### config.mk
export PLATFORM = sky130hd
export DESIGN_NAME = bounded_fifo_with_drop
export DESIGN_NICKNAME = d
export VERILOG_FILES = /design/src/hdl/bfd_pkg.sv /design/src/hdl/bfd_ctrl.sv /design/src/hdl/bfd_datapath.sv /design/src/hdl/bounded_fifo_with_drop.sv
export SDC_FILE = /design/constraint.sdc
export NUM_CORES = 2
export LEC_CHECK = 0
export ABC_AREA = 1
export BUFFER_PORTS_ARGS = -buffer_cell sky130_fd_sc_hd__buf_2
export CAP_MARGIN = 20
export CORE_AREA = 2 2 399 401
export CTS_CLUSTER_SIZE = 30
export DETAILED_ROUTE_END_ITERATION = 8
export DIE_AREA = 0 0 401 403
export PLACE_DENSITY = 0.75
export SETUP_SLACK_MARGIN = 0.1
export SLEW_MARGIN = 5
export SYNTH_ARGS = -nofsm -noshare
export SYNTH_HDL_FRONTEND = slang
export SYNTH_HIERARCHICAL = 1
export SYNTH_SLANG_ARGS = --single-unit
### constraint.sdc
create_clock -name clk_i -period 9.6 [get_ports clk_i]
set_input_delay 0.48 -clock clk_i [delete_from_list [all_inputs] [get_ports clk_i]]
set_output_delay 0.48 -clock clk_i [all_outputs]
set_load 0.05 [all_outputs]
### src/hdl/bfd_pkg.sv
`default_nettype none

package bfd_pkg;

  localparam int unsigned BFD_DEPTH      = 64;
  localparam int unsigned BFD_ITEM_WIDTH = 32;

  localparam int unsigned ACTION_W = 2;
  localparam int unsigned WORD_W   = 32;
  localparam int unsigned SLOT_W   = 6;
  localparam int unsigned COUNT_W  = 7;
  localparam int unsigned STATUS_W = 2;
  localparam int unsigned CFG_IDX_W  = 2;
  localparam int unsigned CFG_DATA_W = 7;

  localparam logic [ACTION_W-1:0] ACT_PUSH   = 2'd0;
  localparam logic [ACTION_W-1:0] ACT_POP    = 2'd1;
  localparam logic [ACTION_W-1:0] ACT_CANCEL = 2'd2;

  localparam logic [STATUS_W-1:0] STS_DONE    = 2'd0;
  localparam logic [STATUS_W-1:0] STS_EMPTY   = 2'd1;
  localparam logic [STATUS_W-1:0] STS_NO_SLOT = 2'd2;

  localparam logic [CFG_IDX_W-1:0] REG_SIZE_LIMIT  = 2'd0;
  localparam logic [CFG_IDX_W-1:0] REG_DROP_NEWEST = 2'd1;

  typedef struct packed {
    logic [ACTION_W-1:0] action;
    logic [WORD_W-1:0]   item_in;
    logic [SLOT_W-1:0]   slot_in;
  } in_item_t;

  typedef struct packed {
    logic [STATUS_W-1:0] status;
    logic [WORD_W-1:0]   item_out;
    logic [SLOT_W-1:0]   slot_out;
    logic                dropped_valid;
    logic [WORD_W-1:0]   dropped_item;
    logic [COUNT_W-1:0]  entry_count;
  } out_item_t;

  typedef struct packed {
    logic take;
    logic rd_issue;
    logic skip;
    logic fin_exec;
    logic fin_read;
  } cmd_t;

  typedef struct packed {
    logic need_read;
    logic skip;
  } sts_t;

endpackage

`default_nettype wire

### src/hdl/bfd_ctrl.sv
`default_nettype none

module bfd_ctrl (
  input  wire logic          clk_i,
  input  wire logic          rst_ni,
  input  wire logic          in_valid_i,
  output logic               in_ready_o,
  output logic               out_valid_o,
  input  wire logic          out_ready_i,
  input  wire bfd_pkg::sts_t sts_i,
  output bfd_pkg::cmd_t      cmd_o
);

  typedef enum logic [2:0] {
    ST_IDLE = 3'b001,
    ST_EXEC = 3'b010,
    ST_READ = 3'b100
  } state_e;

  state_e state_q, state_d;
  logic   out_valid_q, out_valid_d;
  logic   out_free;

  assign out_free    = !out_valid_q || out_ready_i;
  assign in_ready_o  = (state_q == ST_IDLE);
  assign out_valid_o = out_valid_q;

  always_comb begin
    state_d = state_q;
    cmd_o   = '0;
    unique case (state_q)
      ST_IDLE: begin
        if (in_valid_i) begin
          cmd_o.take = 1'b1;
          state_d    = ST_EXEC;
        end
      end
      ST_EXEC: begin
        if (sts_i.need_read) begin
          cmd_o.rd_issue = 1'b1;
          state_d        = ST_READ;
        end else if (out_free) begin
          cmd_o.fin_exec = 1'b1;
          state_d        = ST_IDLE;
        end
      end
      ST_READ: begin
        if (sts_i.skip) begin
          cmd_o.skip = 1'b1;
        end else if (out_free) begin
          cmd_o.fin_read = 1'b1;
          state_d        = ST_IDLE;
        end
      end
      default: begin
        state_d = ST_IDLE;
      end
    endcase
  end

  always_comb begin
    out_valid_d = out_valid_q;
    if (cmd_o.fin_exec || cmd_o.fin_read) begin
      out_valid_d = 1'b1;
    end else if (out_ready_i) begin
      out_valid_d = 1'b0;
    end
  end

  always_ff @(posedge clk_i or negedge rst_ni) begin
    if (!rst_ni) begin
      state_q     <= ST_IDLE;
      out_valid_q <= 1'b0;
    end else begin
      state_q     <= state_d;
      out_valid_q <= out_valid_d;
    end
  end

endmodule

`default_nettype wire

### src/hdl/bfd_datapath.sv
`default_nettype none

module bfd_datapath #(
  parameter int unsigned DEPTH      = bfd_pkg::BFD_DEPTH,
  parameter int unsigned ITEM_WIDTH = bfd_pkg::BFD_ITEM_WIDTH
) (
  input  wire logic                                clk_i,
  input  wire logic                                rst_ni,
  input  wire bfd_pkg::in_item_t                   in_data_i,
  output bfd_pkg::out_item_t                       out_data_o,
  input  wire logic                                cfg_valid_i,
  input  wire logic [bfd_pkg::CFG_IDX_W-1:0]       cfg_index_i,
  input  wire logic [bfd_pkg::CFG_DATA_W-1:0]      cfg_data_i,
  input  wire bfd_pkg::cmd_t                       cmd_i,
  output bfd_pkg::sts_t                            sts_o
);

  localparam int unsigned PW = (DEPTH > 1) ? $clog2(DEPTH) : 1;
  localparam int unsigned CW = PW + 1;
  localparam int unsigned LW = (CW > bfd_pkg::COUNT_W) ? CW : bfd_pkg::COUNT_W;
  localparam int unsigned SW = PW + bfd_pkg::SLOT_W + 1;
  localparam logic [PW-1:0] LAST_POS  = PW'(DEPTH - 1);
  localparam logic [CW-1:0] DEPTH_CW  = CW'(DEPTH);
  localparam logic [LW-1:0] DEPTH_LW  = LW'(DEPTH);
  localparam logic [SW-1:0] DEPTH_SW  = SW'(DEPTH);

  logic [ITEM_WIDTH-1:0] item_mem [DEPTH];
  logic                  aband_mem [DEPTH];

  bfd_pkg::in_item_t  req_q;
  bfd_pkg::out_item_t out_q, res;

  logic [PW-1:0] head_q, head_d, tail_q, tail_d;
  logic [CW-1:0] cnt_q, cnt_d;
  logic [bfd_pkg::COUNT_W-1:0] size_limit_q;
  logic          drop_newest_q;

  logic [ITEM_WIDTH-1:0] rd_item_q;
  logic                  rd_aband_q;

  logic                  rd_en, wr_en, ab_we, ab_wd;
  logic [PW-1:0]         rd_addr, wr_addr, ab_addr;
  logic [ITEM_WIDTH-1:0] wr_item;

  logic is_push, is_pop, full, occupied;
  logic [PW-1:0] head_nx, tail_nx, tail_pv, victim, slot_idx, slot_pick;
  logic [LW-1:0] sl_ext, lim;
  logic [SW-1:0] slot_wide;
  logic [PW:0]   diff, span;
  logic [ITEM_WIDTH+bfd_pkg::WORD_W-1:0] in_ext, rd_ext;
  logic [PW+bfd_pkg::SLOT_W-1:0]         slot_ext;
  logic [CW+bfd_pkg::COUNT_W-1:0]        cnt_ext;

  assign is_push = (req_q.action == bfd_pkg::ACT_PUSH);
  assign is_pop  = (req_q.action == bfd_pkg::ACT_POP);

  assign head_nx = (head_q == LAST_POS) ? '0 : head_q + PW'(1);
  assign tail_nx = (tail_q == LAST_POS) ? '0 : tail_q + PW'(1);
  assign tail_pv = (tail_q == '0) ? LAST_POS : tail_q - PW'(1);
  assign victim  = drop_newest_q ? tail_pv : head_q;

  // limit of zero or above the depth means the whole ring
  assign sl_ext = LW'(size_limit_q);
  assign lim    = (sl_ext == '0 || sl_ext > DEPTH_LW) ? DEPTH_LW : sl_ext;
  assign full   = (LW'(cnt_q) >= lim) && (cnt_q != '0);

  // a slot is queued when it lies within the ring window from the head
  assign slot_wide = SW'(req_q.slot_in);
  assign slot_idx  = slot_wide[PW-1:0];
  assign diff      = {1'b0, slot_idx} - {1'b0, head_q};
  assign span      = diff[PW] ? diff + DEPTH_CW : diff;
  assign occupied  = (slot_wide < DEPTH_SW) && (span < cnt_q);

  assign in_ext  = {{ITEM_WIDTH{1'b0}}, req_q.item_in};
  assign wr_item = in_ext[ITEM_WIDTH-1:0];
  assign rd_ext  = {{bfd_pkg::WORD_W{1'b0}}, rd_item_q};

  assign sts_o.need_read = (is_push && full) || (is_pop && cnt_q != '0);
  assign sts_o.skip      = is_pop && rd_aband_q && (cnt_q > CW'(1));

  always_comb begin
    head_d    = head_q;
    tail_d    = tail_q;
    cnt_d     = cnt_q;
    rd_en     = 1'b0;
    rd_addr   = head_q;
    wr_en     = 1'b0;
    wr_addr   = tail_q;
    ab_we     = 1'b0;
    ab_wd     = 1'b0;
    ab_addr   = tail_q;
    slot_pick = '0;
    res       = '0;
    res.status = bfd_pkg::STS_DONE;

    if (cmd_i.rd_issue) begin
      rd_en   = 1'b1;
      rd_addr = is_push ? victim : head_q;
    end

    if (cmd_i.skip) begin
      head_d  = head_nx;
      cnt_d   = cnt_q - CW'(1);
      rd_en   = 1'b1;
      rd_addr = head_nx;
    end

    if (cmd_i.fin_exec) begin
      unique case (req_q.action)
        bfd_pkg::ACT_PUSH: begin
          wr_en     = 1'b1;
          ab_we     = 1'b1;
          slot_pick = tail_q;
          tail_d    = tail_nx;
          cnt_d     = cnt_q + CW'(1);
        end
        bfd_pkg::ACT_POP: begin
          res.status = bfd_pkg::STS_EMPTY;
        end
        bfd_pkg::ACT_CANCEL: begin
          if (occupied) begin
            ab_we   = 1'b1;
            ab_wd   = 1'b1;
            ab_addr = slot_idx;
          end else begin
            res.status = bfd_pkg::STS_NO_SLOT;
          end
        end
        default: begin
        end
      endcase
    end

    if (cmd_i.fin_read) begin
      if (is_push) begin
        res.dropped_valid = 1'b1;
        res.dropped_item  = rd_ext[bfd_pkg::WORD_W-1:0];
        wr_en = 1'b1;
        ab_we = 1'b1;
        if (drop_newest_q) begin
          // new item takes over the slot of the dropped newest entry
          wr_addr   = tail_pv;
          ab_addr   = tail_pv;
          slot_pick = tail_pv;
        end else begin
          head_d    = head_nx;
          slot_pick = tail_q;
          tail_d    = tail_nx;
        end
      end else begin
        head_d = head_nx;
        cnt_d  = cnt_q - CW'(1);
        if (rd_aband_q) begin
          res.status = bfd_pkg::STS_EMPTY;
        end else begin
          res.item_out = rd_ext[bfd_pkg::WORD_W-1:0];
        end
      end
    end

    slot_ext        = {{bfd_pkg::SLOT_W{1'b0}}, slot_pick};
    cnt_ext         = {{bfd_pkg::COUNT_W{1'b0}}, cnt_d};
    res.slot_out    = slot_ext[bfd_pkg::SLOT_W-1:0];
    res.entry_count = cnt_ext[bfd_pkg::COUNT_W-1:0];
  end

  always_ff @(posedge clk_i or negedge rst_ni) begin
    if (!rst_ni) begin
      head_q        <= '0;
      tail_q        <= '0;
      cnt_q         <= '0;
      size_limit_q  <= '0;
      drop_newest_q <= 1'b0;
    end else begin
      head_q <= head_d;
      tail_q <= tail_d;
      cnt_q  <= cnt_d;
      if (cfg_valid_i) begin
        unique case (cfg_index_i)
          bfd_pkg::REG_SIZE_LIMIT:  size_limit_q  <= cfg_data_i;
          bfd_pkg::REG_DROP_NEWEST: drop_newest_q <= cfg_data_i[0];
          default: begin
          end
        endcase
      end
    end
  end

  always_ff @(posedge clk_i) begin
    if (cmd_i.take) begin
      req_q <= in_data_i;
    end
    if (cmd_i.fin_exec || cmd_i.fin_read) begin
      out_q <= res;
    end
  end

  always_ff @(posedge clk_i) begin
    if (wr_en) begin
      item_mem[wr_addr] <= wr_item;
    end
    if (ab_we) begin
      aband_mem[ab_addr] <= ab_wd;
    end
    if (rd_en) begin
      rd_item_q  <= item_mem[rd_addr];
      rd_aband_q <= aband_mem[rd_addr];
    end
  end

  assign out_data_o = out_q;

endmodule

`default_nettype wire

### src/hdl/bounded_fifo_with_drop.sv
// channel  | handshake             | payload
// ---------+-----------------------+---------------------------------------
// in       | in_valid_i/in_ready_o | in_data_i   action, item_in, slot_in
// out      | out_valid_o/out_ready_i | out_data_o status .. entry_count
// cfg      | cfg_valid_i/cfg_ready_o | cfg_index_i, cfg_data_i
//
// push into a non-full queue, cancel and pop of an empty queue: take in idle, then the exec step
// push into a full queue and pop: take, exec, then the read step, with a further skip read for each
//   abandoned entry skipped, set by the single registered read port of the item store
// one item in flight; the next item is taken while a result waits in the output register
// reset clears pointers, count and config at once; no clearing pass over the store
// a stalled output holds the block in its final step until the result can be loaded

`default_nettype none

module bounded_fifo_with_drop #(
  parameter int unsigned DEPTH      = bfd_pkg::BFD_DEPTH,
  parameter int unsigned ITEM_WIDTH = bfd_pkg::BFD_ITEM_WIDTH
) (
  input  wire logic                           clk_i,
  input  wire logic                           rst_ni,
  input  wire logic                           in_valid_i,
  output logic                                in_ready_o,
  input  wire bfd_pkg::in_item_t              in_data_i,
  output logic                                out_valid_o,
  input  wire logic                           out_ready_i,
  output bfd_pkg::out_item_t                  out_data_o,
  input  wire logic                           cfg_valid_i,
  output logic                                cfg_ready_o,
  input  wire logic [bfd_pkg::CFG_IDX_W-1:0]  cfg_index_i,
  input  wire logic [bfd_pkg::CFG_DATA_W-1:0] cfg_data_i
);

  bfd_pkg::cmd_t cmd;
  bfd_pkg::sts_t sts;

  assign cfg_ready_o = 1'b1;

  bfd_ctrl u_ctrl (
    .clk_i       (clk_i),
    .rst_ni      (rst_ni),
    .in_valid_i  (in_valid_i),
    .in_ready_o  (in_ready_o),
    .out_valid_o (out_valid_o),
    .out_ready_i (out_ready_i),
    .sts_i       (sts),
    .cmd_o       (cmd)
  );

  bfd_datapath #(
    .DEPTH      (DEPTH),
    .ITEM_WIDTH (ITEM_WIDTH)
  ) u_datapath (
    .clk_i       (clk_i),
    .rst_ni      (rst_ni),
    .in_data_i   (in_data_i),
    .out_data_o  (out_data_o),
    .cfg_valid_i (cfg_valid_i),
    .cfg_index_i (cfg_index_i),
    .cfg_data_i  (cfg_data_i),
    .cmd_i       (cmd),
    .sts_o       (sts)
  );

endmodule

`default_nettype wire

==> metrics.txt <==
outcome=finished, final reports clean; Starting DRT DRC Count=approximately 11,000; I/O Buffers=135; DR vias/cell=6.21; core area=around 160,000 um2; Post-Synthesis Cells=8,998; Main synth FF type=edfxtp_1; vias in the first global route=around 67,000; RePlAce Congestion=0.901; Final Total Pwr=29.8 mW; antenna-violating nets left=0; CP Launch Type=register; fin cells=between 10,000 and 15,000; P_leak=approximately 42 nW; CP startpoint=u_datapath/size_limit_q[2]; final setup margin=1.98 ns; crit path max fanout=roughly 130; initial antenna violation count=6; Worst Clk Skew=approximately 0.032 ns; pwr dens=approximately 270 nW/um2; #FFs+latches synth=2,296; hold bufs inserted after CTS=52; total gr overflow=0; part of the Yosys area used for sequential elements=0.697; fraction of layout cells with a size suffix above 1=0.0768; initial core utilization=0.626; sequential cell area=68,800 um2; Clock Tree Buf Depth=3; Multi-input gate area=around 25,000 um2; clock root buffer=clkbuf_16; Mapped Area=98,600 um2; Site Rows=146; library cells used by synthesis=49; Synth area leaders=edfxtp_1, nand3_1, nand2_1, inv_1, buf_2; Final Hold Fails=0; Post-synth EDFFs=2,265; pin count of the biggest net entering global routing=220; Final Cell Area=109,000 um2; Die Wd=401 um; Mean Syn Cell Area=~11 um2; arrival time at the worst endpoint=8.31 ns; slew at the pin closest to its max-slew limit=1.25 ns; fin nets=9,066; Yosys top cell area share=0.689; Num CTS Buffers=225; DR vias=69,900; H-tree depth=4; r2r startpoint=u_datapath/size_limit_q[2]; ys async rst share=0.0135; io pins=137; Final Cycle Share=0.794; DR pass1 iterations=6; peak supply drop=0.318 mV; final design utilization=0.690; first-pass GRT wire length=411,000 um; pre-CTS WS=approximately 2.4 ns; detailed-route wire length per cell=approximately 24 um; die height=403 um; Setup Buffers After CTS=0; die area=162,000 um2; post-synth top area cell=edfxtp_1; Final Slew Violations=0; Total GRT Usage=0.337; hold slack=0.159 ns; # DRC=0; Hold Crit Class=input port to register; DP Cell Count=10,800; Syn. warnings=6; CP most frequent cell=nand2_1; Max Fclk=131 MHz; post-cts sizing count=0; crit path kind=register to register; CP peak stage delay=approximately 0.82 ns; Worst-path clk slew=0.06 ns; Crit-path slowest cell=buf_4; clk sinks=2,296; Data required, critical path=10.29 ns; Synthesized Nets=9,080; setup TNS=0 ns; setup violators final=0; post-layout min period=7.62 ns; DP HPWL=140,000 um; MaxCap Viol Count=0; Cell Area, Placed=between 100,000 and 150,000 um2; Max-slew headroom=0.167; Skew-Pair Late Insertion Delay=0.86 ns; HP Start=cfg_valid_i; # fillers=10,900; unrepaired setup endpoints after global routing=no; Crit. End Element=register; total wire length=275,000 um; CTS tree=built; area delta synth->final=10.2%
## area by class of cell
class	count	share of cell area
inverters	638	0.0222
repair buffers	345	0.0246
clock buffers	277	0.0543
clock inverters	143	0.0113
diodes	1	0.0000230
well taps	2072	0.0239
flip-flops and latches	2296	0.633
multi-input cells	5478	0.231
## final timing paths
check                                             endpoint  cells after the start  slack, ns
worst max-delay path              u_datapath/rd_item_q[20]                     32       1.98
worst min-delay path            u_datapath/size_limit_q[6]                      3       0.16
worst max register to register    u_datapath/rd_item_q[20]                     32       1.98
worst min register to register  u_datapath/size_limit_q[0]                      2       0.54
max in group asynchronous             u_datapath/head_q[0]                      2       8.82
min in group asynchronous              u_datapath/cnt_q[0]                      2       0.25
## sequential cells by signal, indices dropped and copies added (netlist names), 2 cells and up
register	count
u_datapath/size_limit_q	7
u_datapath/out_data_o	80
u_datapath/tail_q	6
u_datapath/rd_item_q	32
u_datapath/head_q	6
u_datapath/slot_idx	6
u_datapath/aband_mem	64
u_datapath/req_q	2
u_datapath/wr_item	32
u_datapath/item_mem	2048
u_datapath/cnt_q	7
u_ctrl/state_q	3
## kinds of logic after synthesis
group                    synth area share
flip-flops                          0.697
AND/OR/NAND/NOR                     0.238
other                           0.0000380
multiplexers                     0.000571
XOR/XNOR                         0.000977
AO/OA/AOI/OAI                     0.00500
adder cells (fa/ha/maj)           0.00363
buffers and inverters              0.0541
## power breakdown
| group | internal [mW] | switching (mW) | leakage [nW] |
|---|---|---|---|
| clock network | 4.86 | 3.74 | 3.47 |
| logic | 2.37 | 7.00 | 18.1 |
| registers | 11.7 | 0.119 | 20.8 |
| total | 18.9 | 10.9 | 42.3 |
## metal layers
| metal | wire, um | track usage |
|---|---|---|
| met2 | 128000 | 0.528 |
| met5 | 12 | 0 |
| met1 | 101000 | 0.468 |
| met3 | 35100 | 0.0659 |
| met4 | 11500 | 0.141 |
## critical path, delay by kind of cell (launching register included)
| family | cells | cell delay (ns) |
|---|---|---|
| fa+ha+maj | 1 | 0.31 |
| simple gates | 19 | 3.54 |
| buf+inv | 6 | 1.84 |
| compound gates | 6 | 1.06 |
| flops | 1 | 0.42 |
## synth_stat cells, types with 4 or more instances
master and instances:
nand2_1 2667, nand3_1 2279, edfxtp_1 2265, inv_1 632, buf_2 426, nor2_1 240, nand3b_1 134, clkbuf_1 79
o21ai_0 36, buf_1 35, buf_4 35, dfrtp_1 30, a21oi_1 27, ha_1 27, buf_6 11, xor2_1 10
nand2_2 8, nor3_1 7, inv_2 5, mux2_2 5, o211ai_1 4
## cell usage in the layout, fill, tap and decap left out, types with 10 or more instances in the layout
cell type | synthesis | final
nand2_1 | 2667 | 2665
nand3_1 | 2279 | 2279
edfxtp_1 | 2265 | 2265
inv_1 | 632 | 630
clkbuf_16 | 0 | 228
nor2_1 | 240 | 174
buf_2 | 426 | 135
nand3b_1 | 134 | 134
buf_4 | 35 | 131
nor2_4 | 0 | 67
clkinv_1 | 1 | 60
dlygate4sd3_1 | 0 | 52
clkbuf_1 | 79 | 48
clkinv_2 | 0 | 40
o21ai_0 | 36 | 36
dfrtp_1 | 30 | 30
a21oi_1 | 27 | 27
ha_1 | 27 | 27
buf_12 | 0 | 22
bufinv_16 | 0 | 19
inv_6 | 0 | 10
clkinvlp_4 | 0 | 10
xor2_1 | 10 | 10
Note: power is estimated with default switching activity, not from simulation.
